[src/sv/bounded_integer_stack_ops_unit_defines.svh]
// Assertion macros shared by the bounded integer stack RTL.
// Stands alone: no package or module needed.
`ifndef BOUNDED_INTEGER_STACK_OPS_UNIT_DEFINES_SVH
`define BOUNDED_INTEGER_STACK_OPS_UNIT_DEFINES_SVH

// Check that a condition holds at every clock edge outside reset.
`define BIS_ASSERT_ALWAYS(label, clk, rst_n, cond, msg) \
    label: assert property (@(posedge clk) disable iff (!rst_n) (cond)) \
        else $error(msg);

// Check that a consequent holds in the same cycle as its antecedent.
`define BIS_ASSERT_IMP(label, clk, rst_n, ante, cons, msg) \
    label: assert property (@(posedge clk) disable iff (!rst_n) (ante) |-> (cons)) \
        else $error(msg);

// Check that a consequent holds in the cycle after its antecedent.
`define BIS_ASSERT_NEXT(label, clk, rst_n, ante, cons, msg) \
    label: assert property (@(posedge clk) disable iff (!rst_n) (ante) |=> (cons)) \
        else $error(msg);

`endif

[src/sv/bisops_pkg.sv]
// Package for the bounded integer stack: sizes, codes, beat and state types.
// No dependencies.
package bisops_pkg;

    localparam int STACK_DEPTH = 64;
    localparam int ADDR_W      = $clog2(STACK_DEPTH);
    localparam int CNT_W       = $clog2(STACK_DEPTH + 1);
    localparam int DATA_W      = 32;

    // operation codes
    localparam logic [2:0] ACT_PUSH = 3'd0;
    localparam logic [2:0] ACT_POP  = 3'd1;
    localparam logic [2:0] ACT_PALL = 3'd2;
    localparam logic [2:0] ACT_PINT = 3'd3;
    localparam logic [2:0] ACT_SWAP = 3'd4;

    // result status codes
    localparam logic [2:0] STS_DONE       = 3'd0;
    localparam logic [2:0] STS_VALUE      = 3'd1;
    localparam logic [2:0] STS_POP_EMPTY  = 3'd2;
    localparam logic [2:0] STS_TOP_EMPTY  = 3'd3;
    localparam logic [2:0] STS_SWAP_SHORT = 3'd4;
    localparam logic [2:0] STS_FULL       = 3'd5;

    typedef struct packed {
        logic [2:0]               action;
        logic signed [DATA_W-1:0] push_value;
    } t_in_item;

    typedef struct packed {
        logic signed [DATA_W-1:0] out_value;
        logic [2:0]               status;
        logic                     last;
    } t_out_item;

    typedef enum logic [1:0] {
        ST_IDLE,
        ST_EXEC,
        ST_SWAP_RD,
        ST_SWAP_WR
    } t_state;

endpackage

[src/sv/bisops_ram.sv]
// Generic simple dual-port RAM: one write port, one registered read port.
// No dependencies.
module bisops_ram #(
    parameter int DEPTH  = 64,
    parameter int WIDTH  = 32,
    parameter int ADDR_W = $clog2(DEPTH)
) (
    input  logic              i_clk,
    input  logic              i_wr_en,
    input  logic [ADDR_W-1:0] i_wr_addr,
    input  logic [WIDTH-1:0]  i_wr_data,
    input  logic              i_rd_en,
    input  logic [ADDR_W-1:0] i_rd_addr,
    output logic [WIDTH-1:0]  o_rd_data
);

    logic [WIDTH-1:0] r_mem [DEPTH];
    logic [WIDTH-1:0] r_rd_data;

    always_ff @(posedge i_clk) begin
        if (i_wr_en) begin
            r_mem[i_wr_addr] <= i_wr_data;
        end
    end

    // hold the last read word until the next read
    always_ff @(posedge i_clk) begin
        if (i_rd_en) begin
            r_rd_data <= r_mem[i_rd_addr];
        end
    end

    assign o_rd_data = r_rd_data;

endmodule

[src/sv/bounded_integer_stack_ops_unit.sv]
// Top level of the bounded integer stack: control FSM, entry count, output register.
// Depends on bisops_pkg, bisops_ram and bounded_integer_stack_ops_unit_defines.svh.
//
// Usage:
//   Input channel (i_in_valid / o_in_ready / i_in_data) carries one beat per
//   operation: push, pop, print all, print top or swap. Output channel
//   (o_out_valid / i_out_ready / o_out_data) carries result beats; the final
//   beat caused by an operation has last set.
//   Entries live in a 64 x 32 RAM with a registered read port.
//   An operation is taken in the idle cycle, which also issues the read of the
//   top entry; the result is loaded into the output register once that is free.
//   Swap reads top, reads second, writes top, writes second through the
//   single RAM read and write ports; print all does one RAM read per
//   reported entry.
//   Only one operation is in flight; a new one is taken only after all result
//   beats of the previous one are loaded, so no read overlaps a pending write.
//   Reset clears the entry count, FSM and output valid; the RAM is not
//   cleared and needs no clearing pass. When the receiver stalls, the output
//   register holds its beat and the FSM waits (a swap still writes the top slot).
module bounded_integer_stack_ops_unit (
    input  logic                  i_clk,
    input  logic                  i_rst_n,
    input  logic                  i_in_valid,
    output logic                  o_in_ready,
    input  bisops_pkg::t_in_item  i_in_data,
    output logic                  o_out_valid,
    input  logic                  i_out_ready,
    output bisops_pkg::t_out_item o_out_data
);
    import bisops_pkg::*;

`include "bounded_integer_stack_ops_unit_defines.svh"

    // state registers
    t_state                   r_state;
    t_state                   n_state;
    logic [CNT_W-1:0]         r_count;
    logic [CNT_W-1:0]         n_count;
    logic [ADDR_W-1:0]        r_idx;
    logic [ADDR_W-1:0]        n_idx;
    logic [2:0]               r_act;
    logic [DATA_W-1:0]        r_val;
    logic [DATA_W-1:0]        r_tmp;
    logic                     r_out_valid;
    t_out_item                r_out;

    // RAM port controls
    logic                     wr_en;
    logic [ADDR_W-1:0]        wr_addr;
    logic [DATA_W-1:0]        wr_data;
    logic                     rd_en;
    logic [ADDR_W-1:0]        rd_addr;
    logic [DATA_W-1:0]        rd_data;

    // result and control strobes
    logic                     emit;
    t_out_item                emit_item;
    logic                     tmp_load;
    logic                     accept;
    logic                     out_free;

    logic                     is_empty;
    logic                     is_full;
    logic                     is_short;
    logic [CNT_W-1:0]         cnt_m1;
    logic [CNT_W-1:0]         cnt_m2;

    assign accept   = i_in_valid && o_in_ready;
    assign out_free = !r_out_valid || i_out_ready;
    assign is_empty = (r_count == '0);
    assign is_full  = (r_count >= CNT_W'(STACK_DEPTH));
    assign is_short = (r_count < CNT_W'(2));
    assign cnt_m1   = r_count - CNT_W'(1);
    assign cnt_m2   = r_count - CNT_W'(2);

    bisops_ram #(
        .DEPTH (STACK_DEPTH),
        .WIDTH (DATA_W)
    ) u_ram (
        .i_clk     (i_clk),
        .i_wr_en   (wr_en),
        .i_wr_addr (wr_addr),
        .i_wr_data (wr_data),
        .i_rd_en   (rd_en),
        .i_rd_addr (rd_addr),
        .o_rd_data (rd_data)
    );

    // next state
    always_comb begin
        n_state = r_state;
        unique case (r_state)
            ST_IDLE: begin
                if (i_in_valid) begin
                    n_state = ST_EXEC;
                end
            end
            ST_EXEC: begin
                unique case (r_act)
                    ACT_SWAP: begin
                        if (!is_short) begin
                            n_state = ST_SWAP_RD;
                        end else if (out_free) begin
                            n_state = ST_IDLE;
                        end
                    end
                    ACT_PALL: begin
                        if (out_free && (is_empty || r_idx == '0)) begin
                            n_state = ST_IDLE;
                        end
                    end
                    default: begin
                        if (out_free) begin
                            n_state = ST_IDLE;
                        end
                    end
                endcase
            end
            ST_SWAP_RD: begin
                n_state = ST_SWAP_WR;
            end
            ST_SWAP_WR: begin
                if (out_free) begin
                    n_state = ST_IDLE;
                end
            end
            default: begin
                n_state = ST_IDLE;
            end
        endcase
    end

    // outputs and datapath controls
    always_comb begin
        o_in_ready = 1'b0;
        wr_en      = 1'b0;
        wr_addr    = r_count[ADDR_W-1:0];
        wr_data    = r_val;
        rd_en      = 1'b0;
        rd_addr    = cnt_m1[ADDR_W-1:0];
        emit       = 1'b0;
        emit_item  = '{out_value: '0, status: STS_DONE, last: 1'b1};
        tmp_load   = 1'b0;
        n_count    = r_count;
        n_idx      = r_idx;
        unique case (r_state)
            ST_IDLE: begin
                o_in_ready = 1'b1;
                rd_en      = i_in_valid;
                n_idx      = cnt_m1[ADDR_W-1:0];
            end
            ST_EXEC: begin
                unique case (r_act)
                    ACT_PUSH: begin
                        if (out_free) begin
                            emit = 1'b1;
                            if (is_full) begin
                                emit_item.status = STS_FULL;
                            end else begin
                                wr_en   = 1'b1;
                                n_count = r_count + CNT_W'(1);
                            end
                        end
                    end
                    ACT_POP: begin
                        if (out_free) begin
                            emit = 1'b1;
                            if (is_empty) begin
                                emit_item.status = STS_POP_EMPTY;
                            end else begin
                                n_count = cnt_m1;
                            end
                        end
                    end
                    ACT_PALL: begin
                        if (out_free) begin
                            emit = 1'b1;
                            if (!is_empty) begin
                                emit_item.out_value = rd_data;
                                emit_item.status    = STS_VALUE;
                                emit_item.last      = (r_idx == '0);
                                // fetch the next entry down
                                if (r_idx != '0) begin
                                    rd_en   = 1'b1;
                                    rd_addr = r_idx - ADDR_W'(1);
                                    n_idx   = r_idx - ADDR_W'(1);
                                end
                            end
                        end
                    end
                    ACT_PINT: begin
                        if (out_free) begin
                            emit = 1'b1;
                            if (is_empty) begin
                                emit_item.status = STS_TOP_EMPTY;
                            end else begin
                                emit_item.out_value = rd_data;
                                emit_item.status    = STS_VALUE;
                            end
                        end
                    end
                    ACT_SWAP: begin
                        if (is_short) begin
                            if (out_free) begin
                                emit             = 1'b1;
                                emit_item.status = STS_SWAP_SHORT;
                            end
                        end else begin
                            // latch top, fetch second
                            tmp_load = 1'b1;
                            rd_en    = 1'b1;
                            rd_addr  = cnt_m2[ADDR_W-1:0];
                        end
                    end
                    default: begin
                        emit = out_free;
                    end
                endcase
            end
            ST_SWAP_RD: begin
                wr_en   = 1'b1;
                wr_addr = cnt_m1[ADDR_W-1:0];
                wr_data = rd_data;
            end
            ST_SWAP_WR: begin
                if (out_free) begin
                    wr_en   = 1'b1;
                    wr_addr = cnt_m2[ADDR_W-1:0];
                    wr_data = r_tmp;
                    emit    = 1'b1;
                end
            end
            default: begin
                o_in_ready = 1'b0;
            end
        endcase
    end

    // control registers
    always_ff @(posedge i_clk) begin
        if (!i_rst_n) begin
            r_state     <= ST_IDLE;
            r_count     <= '0;
            r_out_valid <= 1'b0;
        end else begin
            r_state <= n_state;
            r_count <= n_count;
            if (out_free) begin
                r_out_valid <= emit;
            end
        end
    end

    // payload registers
    always_ff @(posedge i_clk) begin
        r_idx <= n_idx;
        if (accept) begin
            r_act <= i_in_data.action;
            r_val <= i_in_data.push_value;
        end
        if (tmp_load) begin
            r_tmp <= rd_data;
        end
        if (emit) begin
            r_out <= emit_item;
        end
    end

    assign o_out_valid = r_out_valid;
    assign o_out_data  = r_out;

    `BIS_ASSERT_ALWAYS(a_count_bound, i_clk, i_rst_n, r_count <= CNT_W'(STACK_DEPTH), "entry count above depth")
    `BIS_ASSERT_IMP(a_emit_room, i_clk, i_rst_n, emit, out_free, "result loaded over a held beat")
    `BIS_ASSERT_IMP(a_no_idle_write, i_clk, i_rst_n, wr_en, r_state != ST_IDLE, "RAM write while idle")
    `BIS_ASSERT_NEXT(a_accept_exec, i_clk, i_rst_n, accept, r_state == ST_EXEC, "accepted beat not executed")

endmodule
[config.mk]
export PLATFORM = sky130hd
export DESIGN_NAME = bounded_integer_stack_ops_unit
export DESIGN_NICKNAME = d
export VERILOG_FILES = /design/src/sv/bisops_pkg.sv /design/src/sv/bisops_ram.sv /design/src/sv/bounded_integer_stack_ops_unit.sv
export VERILOG_INCLUDE_DIRS = /design/src /design/src/sv
export SDC_FILE = /design/constraint.sdc
export NUM_CORES = 2
export LEC_CHECK = 0
export ABC_AREA = 1
export ABC_CLOCK_PERIOD_IN_PS = 4800
export BUFFER_PORTS_ARGS = -buffer_cell sky130_fd_sc_hd__buf_2
export CAP_MARGIN = 10
export CORE_ASPECT_RATIO = 0.75
export CORE_MARGIN = 2
export CORE_UTILIZATION = 40
export DETAILED_ROUTE_END_ITERATION = 6
export HOLD_SLACK_MARGIN = 0.12
export PLACE_DENSITY = 0.61
export SYNTH_ARGS = -nofsm -noshare
export SYNTH_HDL_FRONTEND = slang
export SYNTH_SLANG_ARGS = --single-unit
export TNS_END_PERCENT = 20
[constraint.sdc]
create_clock -name i_clk -period 4.8 [get_ports i_clk]
set_input_delay 0.96 -clock i_clk [delete_from_list [all_inputs] [get_ports i_clk]]
set_output_delay 0.96 -clock i_clk [all_outputs]
set_load 0.01 [all_outputs]
* Yosys cells after proc, flatten, opt, wreduce, memory -nomap -nowiden
Memory sizes are Yosys's and may differ from the RTL's. A register that Yosys moved wholly into a read port is not among the register bits.
Index checks and enable logic that the tools add are counted.
** Storage, ports and cells
- Bits in registers :: 119
- Output and inout port bits :: 38
- Memories :: 1
- Bits in writable memories :: 2048
- Word-level logic and storage cells :: 112
** Cells by class
- Muxes and demuxes :: 58
- $lt $le $gt $ge :: 2
- Bitwise gates (word level) :: 3
- Reductions and logical operators :: 17
- Equal/unequal tests :: 17
- Add/sub/neg operators :: 4
** Memory list
- u_ram.r_mem :: depth 64, width 32, read ports 1, clocked after memory_dff 1, write ports 1, RTL line bisops_ram.sv:17 : logic [WIDTH-1:0] r_mem [DEPTH];
** Operators by type and width (number)
- $pmux 32 s2 :: 2
- $mux 36 :: 2
- $mux 32 :: 2
- $mux 6 :: 10
- $pmux 6 s2 :: 3
- $mux 35 :: 1
- $mux 7 :: 4
- $ne 2x2->1 const B :: 8
- $pmux 3 s5 :: 1
- $mux 1 :: 14
- $mux 2 :: 7
- $pmux 7 s2 :: 1
- $mux 3 :: 4
- $pmux 1 s2 :: 4
- $pmux 2 s4 :: 1
- $reduce_or 4->1 :: 2
- $add 7x1->7 const B :: 1
- $ge 7x7->1 const B :: 1
- $logic_not 7->1 :: 1
- $lt 7x2->1 const B :: 1
- $sub 7x1->7 const B :: 1
- $eq 3x2->1 const B :: 2
- $logic_not 6->1 :: 1
- $reduce_and 6->1 :: 1
- other kinds (20) :: 26

* Logic depth before layout (Yosys ltp)
- Depth in word-level cells :: 7
- Mapped depth :: 19

* Hierarchy
Synthesis repeated with hierarchy kept, for this count alone.
** Second synthesis, totals
- Cells, all modules :: 7402
- Area, all modules :: 89081.7 µm²
** By module, submodules not included
- bisops_ram :: cells an instance 6770, instances 1, area each 83059.7 µm²
- bounded_integer_stack_ops_unit :: cells an instance 632, instances 1, area each 6022.0 µm²

* Least setup slack after synthesis
No wires, ideal clock.
- Path type :: in2reg
- Start point :: in i_out_ready
- End point :: mem u_ram.r_mem[0][12], data pin
- Arrival time :: 3736 ps
- Setup time :: 567 ps
- Buffers on the path :: 2
- Stages on the path :: 5
- Path slack :: 496 ps
- Cells stage by stage :: nor2_1 > clkbuf_1 > clkbuf_1 > nor2_1 > o221ai_1
** Between the ends
- Word-level cells in the longest chain between the ends :: 3
** RTL lines
- start: declaration :: RTL line bounded_integer_stack_ops_unit.sv:27 : input logic i_out_ready,
- $logic_or 1x1->1 :: RTL line bounded_integer_stack_ops_unit.sv:69 : assign out_free = !r_out_valid || i_out_ready;
- $mux 32 :: RTL line bounded_integer_stack_ops_unit.sv:226 : if (out_free) begin
- $pmux 32 s2 :: RTL line bounded_integer_stack_ops_unit.sv:146 : unique case (r_state)
- named net u_ram.i_wr_data[12] :: RTL line bisops_ram.sv:11 : input logic [WIDTH-1:0] i_wr_data,
- end: declaration :: RTL line bisops_ram.sv:17
The timed path passes the listed nets, and every way through them passes these cells.

* Worst setup path in the final report
- Start point :: reg r_state[1]
- End point :: reg u_ram.r_rd_data[29] (netlist: u_ram.o_rd_data[29]) (read register of u_ram.r_mem), data pin
** Between the ends
- Word-level cells in the longest chain between the ends :: 2
** RTL lines
- start: declaration :: RTL line bounded_integer_stack_ops_unit.sv:35 : t_state r_state;
- start signal: assignment :: RTL line bounded_integer_stack_ops_unit.sv:246 : r_state <= n_state;
- $eq 2x1->1 or $logic_not 2->1 (tied branches) :: RTL line bounded_integer_stack_ops_unit.sv:146
- $pmux 1 s2 or $mux 6 (tied branches) :: RTL line bounded_integer_stack_ops_unit.sv:146
- end: declaration :: RTL line bisops_ram.sv:18 : logic [WIDTH-1:0] r_rd_data;
Several ways; a longest one is shown, not always the timed one.
A chain may end at the register's enable or synchronous reset.

==> metrics.cfg <==
[yosys]
synth.distinct_cells = 39
synth_edf_count = 2189
netlist_area_sq_um = 96800
async_reset_ff_frac = 0
yosysWarnings = 0
synth_seq_cells = 2199
synth_area_per_cell_sq_um = 11.2
synth_ff_type = edfxtp_1
ys_seq_area_frac = 0.681
syn-instance-count = 8617
syn_nets = 8663

[cts]
clk_latency_ns = 0.89
clock_path_buffers = 4
cts_buffers = 210
root_buffer = clkbuf_16
clk_pin_slew_worst_paths_ns = 0.06
clock_sinks = 2199
htreeDepth = 4
cts_tree = done

[pwr]
p_per_area_nw_per_um2 = 382
ir_worst_vdd_mv = 0.272
leakage_uw = 0.0415

[timing]
setup_tns_ns = 0
timing.hold.ws_ns = 0.283
final_max_slew_viol_count = 0
max_clock_freq_ghz = 0.215
finalHoldViolations = 0
slew_headroom = 0.0955
rsz0062_at_grt = false
fin_skew_ns = 0.0678
setup_viol = 0
finalCritPeriodShare = 0.968
timing.final.crit_period_ns = 4.65
tightest_slew_ns = 1.34

[global_route]
grt.total_usage = 0.231
grt_overflow = 0
grt_max_degree = 144
grt_pass1_wl_um = 425000
grt_pass1_vias = 63000
grt_antenna_before_repair = 12

[setup_path]
endpoint_kind = flop
crit_slowest_cell = dfxtp_1
worstPathArrival_ns = 5.37
cp-start-kind = flop
path_class = reg -> reg
cp_max_fo = 42
required_ns = 5.52
crit_chain = inv_4 -> nand2_2 -> nor2_2 -> nand4_2 -> nand3_1 -> nand2_8 -> inv_8 -> buf_12 -> buf_12 -> buf_4 -> nand3_1 -> nand3_1 -> nand3_1 -> nand3_1 -> nand3_1 -> nand2_1
crit_top_cell = nand3_1
cpPeakStageDelay_ns = 0.43

[finish]
area_growth_pct = 12.8
fin_area_sq_um = 109000
drive_gt1_frac = 0.0861
final.fill_count = 21600
nets = 8662

[placement]
portBuffers = 76
placed_area_sq_um = 103000
dp_hpwl_um = 162000
place_congestion = 0.858

[detailed_routing]
wl_um = 290000
drc = 1
wire_per_inst_um = 24.1
drt.antenna.violating_nets = 0
dr.pass1.iters = 7
avgViaCountPerCell = 5.53
vias = 66600
drt_first_iter_violations = 9660

[status]
outcome = complete, but fails checks
violations = DRC

[floorplan]
dieWidth_um = 572
die_h_um = 430
die_area_sq_um = 246000
io_pins = 77
core_sq_um = 241000
initial_core_util = 0.402
rows = 156

[hold_path]
hp-class = in -> reg

[job]
drv_cap = 0

cells by family (layout without fill, tap and decap cells):
| family | count (synthesis) | in the layout | share of synthesized area |
|---|---|---|---|
| AND/OR/NAND/NOR | 4490 | 4490 | 0.233 |
| flip-flops | 2199 | 2199 | 0.681 |
| buffers and inverters | 1789 | 1956 | 0.0756 |
| AO/OA/AOI/OAI | 118 | 118 | 0.00763 |
| XOR/XNOR | 14 | 14 | 0.00127 |
| adder cells (fa/ha/maj) | 7 | 7 | 0.000905 |
| other | 0 | 5 | 0 |
Yosys cell counts, types with 2 or more instances:
cell	n	area, sq um
nand2_1	1351	5070
buf_1	40	150
buf_6	2	22.5
nor2_2	6	37.5
clkbuf_1	133	499
o21ai_0	51	255
buf_2	374	1870
buf_4	31	233
o211ai_1	29	218
nand3_2	2	20.0
inv_2	7	26.3
a31oi_1	2	12.5
a21oi_1	16	80.1
xnor2_1	3	26.3
nor2_1	153	574
o221ai_1	9	78.8
nor3_1	13	65.1
nand4_1	5	31.3
dfxtp_1	10	200
ha_1	7	87.6
nand3b_1	766	5750
edfxtp_1	2189	65700
inv_1	1199	4500
xor2_1	11	96.3
o31ai_1	2	15.0
o22ai_1	3	18.8
a221oi_1	3	26.3
nand2_4	3	33.8
nand3_1	2185	10900
nand2_2	3	18.8
metal layers:
metal	global-route usage	wire, um
met1	0.354	127000
met5	0	405
met2	0.325	120000
met4	0.0538	6100
met3	0.0594	36500
flip-flops by register name, indices dropped and copies added, names as in the netlist:
name             count
r_val               32
r_act                3
o_out_valid          1
u_ram.r_mem       2048
r_state              2
o_out_data          36
r_count              7
r_tmp               32
u_ram.o_rd_data     32
r_idx                6
cells in the final DEF (no fill, tap or decap), types with 3 or more instances in the layout:
cell and count:
nor3_1 13, a221oi_1 3, nand4_1 5, a21oi_1 16, o211ai_1 29, inv_1 1198, bufinv_16 17, inv_6 6
inv_2 6, nand2_1 1349, dfxtp_1 10, xor2_1 11, o221ai_4 8, nand2_8 3, buf_12 105, nor2_4 65
nand3_2 3, buf_2 76, edfxtp_1 2189, nor2_1 86, o22ai_1 3, xnor2_1 3, clkinvlp_4 3, ha_1 7
clkinv_1 59, nor2_2 8, o21ai_0 51, nand3b_1 766, diode_2 5, clkinv_2 44, nand3_1 2182, buf_4 186
nand2_4 3, clkbuf_1 40, clkbuf_16 211
critical path, delay by kind of cell (launching register included):
kind | cells | cell delay [ns]
AND/OR/NAND/NOR | 11 | 2.44
buffers and inverters | 5 | 1.49
flip-flops | 1 | 0.43
worst paths after layout:
kind                                    startpoint                  end  slack, ns  depth (start not counted)
worst max-delay path                    r_state[1]  u_ram.o_rd_data[29]       0.15                         16
worst min-delay path                  i_in_data[6]             r_val[6]       0.28                          1
worst max register to register          r_state[1]  u_ram.o_rd_data[29]       0.15                         16
worst min register to register  u_ram.o_rd_data[1]             r_tmp[1]       0.52                          0
layout make-up:
type	count	area (sq um)	area share
clock buffers	251	5430	0.0498
well taps	3239	4050	0.0371
repair buffers	367	3880	0.0355
flip-flops and latches	2199	65900	0.604
inverters	1209	4550	0.0417
clock inverters	129	1060	0.00970
multi-input cells	4629	24200	0.222
diodes	5	12.5	0.000115
where the power goes:
part / total (uW) / switching [uW] / internal [uW]
logic: 3800 / 2880 / 916
clock network: 16300 / 7300 / 8960
registers: 21700 / 256 / 21400
total: 41700 / 10400 / 31300
per-stage QoR:
stage,worst slack (ns),instances,util,total power (uW)
after floorplan,0.496,8617,-,23900
after global placement,0.207,11600,0.426,25700
after detailed placement,0.206,11600,0.426,25700
after CTS,0.309,12000,0.453,41800
after global routing,0.0365,12000,0.453,42800
final,0.152,12000,0.454,41700
what timing repair did:
action / 4_1_cts / 5_1_grt
setup endpoints to repair: 0 / 2
resized for setup: 0 / 2
buffers inserted: 0 / 0
hold buffers: 0 / 0
Power figures use the tool's default switching activity.
